[config.mk]
export PLATFORM = sky130hd
export DESIGN_NAME = quoted_text_tokenizer_flat
export DESIGN_NICKNAME = d
export VERILOG_FILES = /design/src/rtl/qtt_pkg.sv /design/src/rtl/qtt_if.sv /design/src/rtl/qtt_parse.sv /design/src/rtl/qtt_res_buf.sv /design/src/rtl/quoted_text_tokenizer.sv /design/src/flat_wrapper.sv
export VERILOG_INCLUDE_DIRS = /design/src /design/src/rtl
export SDC_FILE = /design/constraint.sdc
export NUM_CORES = 1
export LEC_CHECK = 0
export BUFFER_PORTS_ARGS = -buffer_cell sky130_fd_sc_hd__buf_2
export CAP_MARGIN = 20
export CORE_UTILIZATION = 36
export CTS_BUF_LIST = sky130_fd_sc_hd__clkbuf_16
export DETAILED_ROUTE_END_ITERATION = 7
export HOLD_SLACK_MARGIN = 0.08
export SYNTH_ARGS = -nofsm -noshare
export SYNTH_HDL_FRONTEND = slang
export SYNTH_HIERARCHICAL = 1
export SYNTH_SLANG_ARGS = --single-unit
export TNS_END_PERCENT = 1
[constraint.sdc]
create_clock -name clk_i -period 14.5 [get_ports clk_i]
set_input_delay 2.175 -clock clk_i [delete_from_list [all_inputs] [get_ports clk_i]]
set_output_delay 2.175 -clock clk_i [all_outputs]
set_load 0.005 [all_outputs]
[src/rtl/assert_macros.svh]
// assertion macros for the rtl files, used by the tokenizer top level
`ifndef ASSERT_MACROS_SVH
`define ASSERT_MACROS_SVH

// checked only while out of reset
`define ASSERT_RST(label, clk, rst_n, prop, msg) \
  label: assert property (@(posedge clk) disable iff (!rst_n) prop) else $error(msg);

// checked at every edge, reset included
`define ASSERT_ALWAYS(label, clk, prop, msg) \
  label: assert property (@(posedge clk) prop) else $error(msg);

`endif

[src/rtl/qtt_pkg.sv]
// types, codes and character constants of the quoted text tokenizer
package qtt_pkg;

  localparam int unsigned ByteW = 8;
  localparam int unsigned EvW   = 3;
  localparam int unsigned ClsW  = 4;
  localparam int unsigned NRes  = 3;
  localparam int unsigned CntW  = 2;

  typedef logic [ByteW-1:0] byte_t;
  typedef logic [EvW-1:0]   ev_t;
  typedef logic [ClsW-1:0]  cls_t;
  typedef logic [CntW-1:0]  cnt_t;

  localparam ev_t EV_BYTE  = 3'd0;
  localparam ev_t EV_DONE  = 3'd1;
  localparam ev_t EV_ERROR = 3'd2;
  localparam ev_t EV_END   = 3'd3;
  localparam ev_t EV_EMPTY = 3'd4;

  localparam cls_t CL_WORD    = 4'd0;
  localparam cls_t CL_NUMBER  = 4'd1;
  localparam cls_t CL_UNKNOWN = 4'd2;
  localparam cls_t CL_BRACE   = 4'd3;
  localparam cls_t CL_BRACKET = 4'd4;
  localparam cls_t CL_COLON   = 4'd5;
  localparam cls_t CL_SEMI    = 4'd6;
  localparam cls_t CL_COMMA   = 4'd7;
  localparam cls_t CL_DOT     = 4'd8;
  localparam cls_t CL_SQ      = 4'd9;
  localparam cls_t CL_DQ      = 4'd10;

  localparam byte_t CH_NUL     = 8'h00;
  localparam byte_t CH_LBRACE  = 8'h7B;
  localparam byte_t CH_RBRACE  = 8'h7D;
  localparam byte_t CH_LBRACK  = 8'h5B;
  localparam byte_t CH_RBRACK  = 8'h5D;
  localparam byte_t CH_COLON   = 8'h3A;
  localparam byte_t CH_SEMI    = 8'h3B;
  localparam byte_t CH_COMMA   = 8'h2C;
  localparam byte_t CH_DOT     = 8'h2E;
  localparam byte_t CH_SQUOTE  = 8'h27;
  localparam byte_t CH_DQUOTE  = 8'h22;
  localparam byte_t CH_SPACE   = 8'h20;
  localparam byte_t CH_NEWLINE = 8'h0A;

  typedef struct packed {
    ev_t   ev;
    cls_t  cls;
    byte_t data;
  } tok_t;

  // all results caused by one text word
  typedef struct packed {
    cnt_t             cnt;
    tok_t [NRes-1:0]  res;
  } step_t;

endpackage

[src/rtl/qtt_if.sv]
// handshake channels: text words in, token words out
interface qtt_byte_if;
  import qtt_pkg::*;

  logic  valid;
  logic  ready;
  byte_t text_byte;

  modport source (output valid, output text_byte, input ready);
  modport sink (input valid, input text_byte, output ready);
endinterface

interface qtt_tok_if;
  import qtt_pkg::*;

  logic  valid;
  logic  ready;
  ev_t   event_res;
  cls_t  token_class;
  byte_t byte_out;
  logic  last;

  modport source (output valid, output event_res, output token_class, output byte_out,
                  output last, input ready);
  modport sink (input valid, input event_res, input token_class, input byte_out,
                input last, output ready);
endinterface

[src/rtl/qtt_parse.sv]
// input register, tokenizer state and the per-word step logic
module qtt_parse (
  input  logic            clk_i,
  input  logic            rst_ni,
  qtt_byte_if.sink        in_i,
  input  logic            free_i,
  output qtt_pkg::step_t  step_o,
  output logic            load_o
);
  import qtt_pkg::*;

  typedef enum logic [1:0] {
    MODE_IDLE  = 2'd0,
    MODE_RUN   = 2'd1,
    MODE_QUOTE = 2'd2
  } mode_e;

  logic  in_valid_q;
  byte_t byte_q;
  mode_e mode_q, mode_d;
  logic  quote_kind_q, quote_kind_d;
  cls_t  run_class_q, run_class_d;
  logic  at_start_q, at_start_d;

  logic  advance;
  logic  do_idle;
  cnt_t  n;
  cls_t  svc;
  logic  is_sep, is_quote;
  byte_t quote_ch;

  function automatic cls_t svc_class(byte_t c);
    cls_t r;
    case (c)
      CH_LBRACE, CH_RBRACE: r = CL_BRACE;
      CH_LBRACK, CH_RBRACK: r = CL_BRACKET;
      CH_COLON:             r = CL_COLON;
      CH_SEMI:              r = CL_SEMI;
      CH_COMMA:             r = CL_COMMA;
      CH_DOT:               r = CL_DOT;
      default:              r = CL_WORD;
    endcase
    return r;
  endfunction

  function automatic cls_t start_class(byte_t c);
    cls_t r;
    if ((c >= 8'h41 && c <= 8'h5A) || (c >= 8'h61 && c <= 8'h7A)) begin
      r = CL_WORD;
    end else if (c >= 8'h30 && c <= 8'h39) begin
      r = CL_NUMBER;
    end else begin
      r = CL_UNKNOWN;
    end
    return r;
  endfunction

  function automatic tok_t mk_tok(ev_t ev, cls_t cls, byte_t d);
    tok_t t;
    t.ev   = ev;
    t.cls  = cls;
    t.data = (ev == EV_BYTE) ? d : '0;
    return t;
  endfunction

  assign in_i.ready = !in_valid_q || free_i;
  assign advance    = in_valid_q && free_i;
  assign load_o     = advance && (step_o.cnt != '0);

  assign svc      = svc_class(byte_q);
  assign is_sep   = (byte_q == CH_SPACE) || (byte_q == CH_NEWLINE);
  assign is_quote = (byte_q == CH_SQUOTE) || (byte_q == CH_DQUOTE);
  assign quote_ch = quote_kind_q ? CH_DQUOTE : CH_SQUOTE;

  always_comb begin
    mode_d       = mode_q;
    quote_kind_d = quote_kind_q;
    run_class_d  = run_class_q;
    at_start_d   = at_start_q;
    step_o       = '0;
    n            = '0;
    do_idle      = 1'b0;

    if (byte_q == CH_NUL) begin
      if (at_start_q) begin
        step_o.res[n] = mk_tok(EV_EMPTY, CL_WORD, CH_NUL);
        n = n + 2'd1;
      end else begin
        if (mode_q == MODE_RUN) begin
          step_o.res[n] = mk_tok(EV_DONE, run_class_q, CH_NUL);
          n = n + 2'd1;
        end else if (mode_q == MODE_QUOTE) begin
          step_o.res[n] = mk_tok(EV_ERROR, run_class_q, CH_NUL);
          n = n + 2'd1;
        end
        step_o.res[n] = mk_tok(EV_END, CL_WORD, CH_NUL);
        n = n + 2'd1;
      end
      mode_d       = MODE_IDLE;
      quote_kind_d = 1'b0;
      run_class_d  = CL_WORD;
      at_start_d   = 1'b1;
    end else begin
      at_start_d = 1'b0;
      case (mode_q)
        MODE_QUOTE: begin
          if (byte_q == quote_ch) begin
            step_o.res[n] = mk_tok(EV_DONE, run_class_q, CH_NUL);
            n = n + 2'd1;
            mode_d = MODE_IDLE;
          end else begin
            step_o.res[n] = mk_tok(EV_BYTE, run_class_q, byte_q);
            n = n + 2'd1;
          end
        end
        MODE_RUN: begin
          if (is_sep || is_quote || (svc != CL_WORD)) begin
            step_o.res[n] = mk_tok(EV_DONE, run_class_q, CH_NUL);
            n = n + 2'd1;
            mode_d  = MODE_IDLE;
            do_idle = !is_sep;
          end else begin
            step_o.res[n] = mk_tok(EV_BYTE, run_class_q, byte_q);
            n = n + 2'd1;
          end
        end
        default: begin
          mode_d  = MODE_IDLE;
          do_idle = 1'b1;
        end
      endcase

      // handling of a byte seen between tokens
      if (do_idle && !is_sep) begin
        if (is_quote) begin
          mode_d       = MODE_QUOTE;
          quote_kind_d = (byte_q == CH_DQUOTE);
          run_class_d  = (byte_q == CH_DQUOTE) ? CL_DQ : CL_SQ;
        end else if (svc != CL_WORD) begin
          step_o.res[n] = mk_tok(EV_BYTE, svc, byte_q);
          n = n + 2'd1;
          step_o.res[n] = mk_tok(EV_DONE, svc, CH_NUL);
          n = n + 2'd1;
        end else begin
          run_class_d   = start_class(byte_q);
          mode_d        = MODE_RUN;
          step_o.res[n] = mk_tok(EV_BYTE, start_class(byte_q), byte_q);
          n = n + 2'd1;
        end
      end
    end
    step_o.cnt = n;
  end

  always_ff @(posedge clk_i or negedge rst_ni) begin
    if (!rst_ni) begin
      in_valid_q   <= 1'b0;
      mode_q       <= MODE_IDLE;
      quote_kind_q <= 1'b0;
      run_class_q  <= CL_WORD;
      at_start_q   <= 1'b1;
    end else begin
      if (in_i.ready) begin
        in_valid_q <= in_i.valid;
      end
      if (advance) begin
        mode_q       <= mode_d;
        quote_kind_q <= quote_kind_d;
        run_class_q  <= run_class_d;
        at_start_q   <= at_start_d;
      end
    end
  end

  always_ff @(posedge clk_i) begin
    if (in_i.valid && in_i.ready) begin
      byte_q <= in_i.text_byte;
    end
  end

endmodule

[src/rtl/qtt_res_buf.sv]
// result register holding up to three token words, drained one per cycle while out_o.ready is high
module qtt_res_buf (
  input  logic           clk_i,
  input  logic           rst_ni,
  input  logic           load_i,
  input  qtt_pkg::step_t step_i,
  output logic           free_o,
  qtt_tok_if.source      out_o
);
  import qtt_pkg::*;

  logic            valid_q;
  cnt_t            cnt_q;
  cnt_t            idx_q;
  tok_t [NRes-1:0] res_q;
  tok_t            cur;
  logic            is_last;

  assign cur     = res_q[idx_q];
  assign is_last = (idx_q == (cnt_q - 2'd1));
  // room for a new set once the final word of the current one leaves
  assign free_o  = !valid_q || (out_o.ready && is_last);

  assign out_o.valid       = valid_q;
  assign out_o.event_res   = cur.ev;
  assign out_o.token_class = cur.cls;
  assign out_o.byte_out    = cur.data;
  assign out_o.last        = is_last;

  always_ff @(posedge clk_i or negedge rst_ni) begin
    if (!rst_ni) begin
      valid_q <= 1'b0;
      cnt_q   <= '0;
      idx_q   <= '0;
    end else if (load_i) begin
      valid_q <= 1'b1;
      cnt_q   <= step_i.cnt;
      idx_q   <= '0;
    end else if (valid_q && out_o.ready) begin
      if (is_last) begin
        valid_q <= 1'b0;
      end else begin
        idx_q <= idx_q + 2'd1;
      end
    end
  end

  always_ff @(posedge clk_i) begin
    if (load_i) begin
      res_q <= step_i.res;
    end
  end

endmodule

[src/rtl/quoted_text_tokenizer.sv]
// Streaming tokenizer for quoted text, one text byte per word.
//
// in_i carries text bytes; a NUL byte ends the message. out_o carries token
// words: byte, complete, unterminated quote error, end and empty events, each
// with a token class, the text byte for byte events and last set on the final
// word caused by one input byte.
// An input byte waits in the input register; its words are formed by the
// step logic and loaded into the result register once that register frees,
// and the first word is then valid on out_o. Throughput is one byte per cycle
// while the receiver is ready and each byte gives at most one word. A byte
// that gives two or three words holds the result register until its final
// word is taken, and input is held meanwhile. Bytes that give no word (spaces,
// opening quotes) load nothing, but still wait until the result register frees.
// When the receiver stalls, the current word holds and one more byte can wait
// in the input register before in_i.ready drops.
// Reset empties both registers and puts the tokenizer between tokens at the
// start of a message.
`include "assert_macros.svh"

module quoted_text_tokenizer (
  input  logic       clk_i,
  input  logic       rst_ni,
  qtt_byte_if.sink   in_i,
  qtt_tok_if.source  out_o
);
  import qtt_pkg::*;

  step_t step;
  logic  load;
  logic  free;
  logic  end_word;
  logic  err_word;
  logic  ctl_word;

  qtt_parse u_parse (
    .clk_i  (clk_i),
    .rst_ni (rst_ni),
    .in_i   (in_i),
    .free_i (free),
    .step_o (step),
    .load_o (load)
  );

  qtt_res_buf u_res_buf (
    .clk_i  (clk_i),
    .rst_ni (rst_ni),
    .load_i (load),
    .step_i (step),
    .free_o (free),
    .out_o  (out_o)
  );

  assign end_word = out_o.valid &&
                    (out_o.event_res == EV_END || out_o.event_res == EV_EMPTY);
  assign err_word = out_o.valid && (out_o.event_res == EV_ERROR);
  assign ctl_word = out_o.valid && (out_o.event_res != EV_BYTE);

  `ASSERT_ALWAYS(a_no_out_in_reset, clk_i, !rst_ni |=> !out_o.valid, "word valid after reset")
  `ASSERT_RST(a_end_is_last, clk_i, rst_ni, end_word |-> out_o.last, "end or empty not final")
  `ASSERT_RST(a_error_not_last, clk_i, rst_ni, err_word |-> !out_o.last, "error without end")
  `ASSERT_RST(a_byte_zero, clk_i, rst_ni, ctl_word |-> (out_o.byte_out == '0), "stray text byte")

endmodule

[src/flat_wrapper.sv]
// flat-port wrapper written by rule: the top's interface ports become plain ports
module quoted_text_tokenizer_flat import qtt_pkg::*;
  (clk_i, rst_ni, in_i_valid, in_i_text_byte, in_i_ready, out_o_valid, out_o_event_res, out_o_token_class, out_o_byte_out, out_o_last, out_o_ready);
  qtt_byte_if in_i_i ();
  qtt_tok_if out_o_i ();
  input  logic clk_i;
  input  logic rst_ni;
  input wire logic [$bits(in_i_i.valid)-1:0] in_i_valid;
  input wire logic [$bits(in_i_i.text_byte)-1:0] in_i_text_byte;
  output wire logic [$bits(in_i_i.ready)-1:0] in_i_ready;
  output wire logic [$bits(out_o_i.valid)-1:0] out_o_valid;
  output wire logic [$bits(out_o_i.event_res)-1:0] out_o_event_res;
  output wire logic [$bits(out_o_i.token_class)-1:0] out_o_token_class;
  output wire logic [$bits(out_o_i.byte_out)-1:0] out_o_byte_out;
  output wire logic [$bits(out_o_i.last)-1:0] out_o_last;
  input wire logic [$bits(out_o_i.ready)-1:0] out_o_ready;
  assign in_i_i.valid = in_i_valid;
  assign in_i_i.text_byte = in_i_text_byte;
  assign in_i_ready = in_i_i.ready;
  assign out_o_valid = out_o_i.valid;
  assign out_o_event_res = out_o_i.event_res;
  assign out_o_token_class = out_o_i.token_class;
  assign out_o_byte_out = out_o_i.byte_out;
  assign out_o_last = out_o_i.last;
  assign out_o_i.ready = out_o_ready;
  quoted_text_tokenizer u_core (.clk_i(clk_i), .rst_ni(rst_ni), .in_i(in_i_i), .out_o(out_o_i));
endmodule
==> run metrics <==
status finished, final reports clean; Setup TNS Final 0 ps; gr usage total 15.07%; antenna cells 0; Cells after Synth 321; commonest non-fill, non-tap cell in the layout edfxtp_1; antenna-violating nets left 0; Worst Setup Start Kind primary input; final RePlAce weighted congestion 0.8164; min-delay worst type register to register; most frequent cells in the layout edfxtp_1, nand2_1, buf_2; post-synth cell types 64; Post-CTS Setup Bufs 0; # resized after CTS 0; fin crit share 36.38%; largest net degree at the start of global routing 51; HPWL after detailed placement 4.736 mm; DR pass1 iterations 5; Avg Inst Size Synth 11.13 µm²; initial antenna violation count 0; Post-DP Area 3776 µm²; CTS sink count 66; Site Rows 35; number of synthesized register bits 66; CP startpoint out_o_ready; grt total ovfl 0; Initial DRC Count 184; leakage power 1.535 nW; max_slew headroom 44.45%; Tmin final 5275 ps; Clk pin slew, worst setup/hold paths 50 ps; fin util 43.47%; CP Capture Type primary output; drt wl/cell 14.19 µm; core area 9415 µm²; chip width 101.6 µm; hold path start u_core/u_parse/run_class_q[3]; slew at the pin closest to its max-slew limit 833.3 ps; number of synthesized flops with an enable pin 53; DR DRC count 0; Vias/cell 4.979; sequential element share of the synthesized area 53.68%; I/O pin cnt 30; Worst Path Required 12320 ps; ys async rst share 19.70%; fraction of layout cells with a size suffix above 1 17.33%; Via Count 2395; number of global-route vias before repair 2277; hold buffers post-CTS 0; final slew viol count 0; Max Cap Viol 0; Area Growth Syn to Fin 14.53%; RSZ-0062 raised after global routing false; final hold violations 0; Pwr Density 226.9 nW/µm²; die height 101.6 µm; port buffer count 29; clock insertion delay at the later pin of the skew report 320 ps; area of the die 10330 µm²; Peak VDD IR 0.06991 mV; Worst Skew 5.100 ps; Post-Route WL 6.825 mm; critical path peak fanout 5; H-tree depth 3; synthesized area 3573 µm²; Final Net Count 364; first-pass GRT wire length 11.75 mm; yosys warns 6; WP data arrival 3100 ps; Setup CP Type primary input to primary output; Initial Util 37.95%; post-route cell area 4093 µm²; Fmax 189.6 MHz; CTS Buffer Depth 2; Worst R2R Start u_core/u_parse/mode_q[0]; Root Driver clkbuf_16; # setup viols final 0; CTS Buf Count 9; CTS tree yes; Top FF cell, synth edfxtp_1
## layout make-up
cell class | count | area (µm²)
fill | 902 | 5323
sequential | 66 | 1918
multi-input combinational | 231 | 1506
clock buffer | 9 | 225.2
timing repair buffer | 33 | 175.2
tap | 129 | 161.4
clock inverter | 7 | 83.83
inverter | 6 | 22.52
## synthesized netlist by cell type, types with 3 or more instances
cell type	instances	area, µm²
nand4b_1	4	35.03
nand2b_1	6	37.54
buf_6	3	33.78
nor4_1	6	37.54
nand2_1	32	120.1
a21oi_1	13	65.06
buf_2	7	35.03
and3_1	3	18.77
mux2i_1	19	190.2
a31oi_1	4	25.02
o21ai_0	21	105.1
ha_1	5	62.56
nand3_1	5	25.02
edfxtp_1	53	1592
buf_4	11	82.58
inv_1	5	18.77
o31ai_1	3	22.52
o21ai_1	3	15.01
dfrtp_1	12	300.3
nand3b_1	4	30.03
nor2b_1	5	31.28
clkbuf_1	4	15.01
nor3_1	13	65.06
nor2_1	16	60.06
and2_1	18	112.6
## cells by family after synthesis
group	after synthesis	share of synthesized area [%]
other	1	0.1049
buffers and inverters	34	5.637
muxes	22	6.267
adders and majority gates	5	1.751
and+or+nand+nor	126	19.47
xor gates and xnor gates	2	0.7004
AOI/OAI and AO/OA	65	12.40
DFF	66	53.68
## report_power, final
| part | internal (W) | switching [W] |
|---|---|---|
| clock network | 0.000148 | 0.0000753 |
| logic | 0.000140 | 0.000210 |
| registers | 0.000316 | 0.0000396 |
| total | 0.000604 | 0.000325 |
## worst paths after layout
check	end	slack, ps	cells after the start
min	u_core/u_parse/run_class_q[3]	490	1
max	in_i_ready	9230	5
max reg2reg	u_core/u_res_buf/cnt_q[1]	11250	9
min reg2reg	u_core/u_parse/run_class_q[3]	490	1
max in group asynchronous	u_core/u_parse/at_start_q	12480	1
min in group asynchronous	u_core/u_parse/run_class_q[1]	1730	1
## worst max-delay path, cell delays in order
cell and delay (ps):
buf_2 110, or3b_1 380, nand3_1 140, nand2b_1 160, buf_2 130
## registers in the layout (all words and copies together), names as in the netlist
register,cells
u_core/u_res_buf/cnt_q,2
u_core/u_parse/at_start_q,1
u_core/u_res_buf/out_o.valid,1
u_core/u_res_buf/idx_q,2
u_core/u_parse/quote_kind_q,1
u_core/u_res_buf/res_q,45
u_core/u_parse/run_class_q,3
u_core/u_parse/byte_q,8
u_core/u_parse/in_valid_q,1
u_core/u_parse/mode_q,2
## layer usage
| metal | track usage [%] | share of wire (%) |
|---|---|---|
| met5 | 0 | 0 |
| met4 | 6.800 | 1.6 |
| met3 | 3.865 | 3.9 |
| met2 | 21.67 | 45 |
| met1 | 21.27 | 49 |
## metrics by stage
stage	cells	setup slack, ps	power (W)	hold slack (ps)
2_1_floorplan	331	8450	0.0006136	442.9
3_3_place_gp	464	9261	0.0007042	463.1
3_5_place_dp	464	9237	0.0007123	475.0
4_1_cts	480	9229	0.0009398	489.1
5_1_grt	481	9177	0.001002	534.9
6_report	481	9225	0.0009287	491.9
Power figures use the tool's default switching activity.
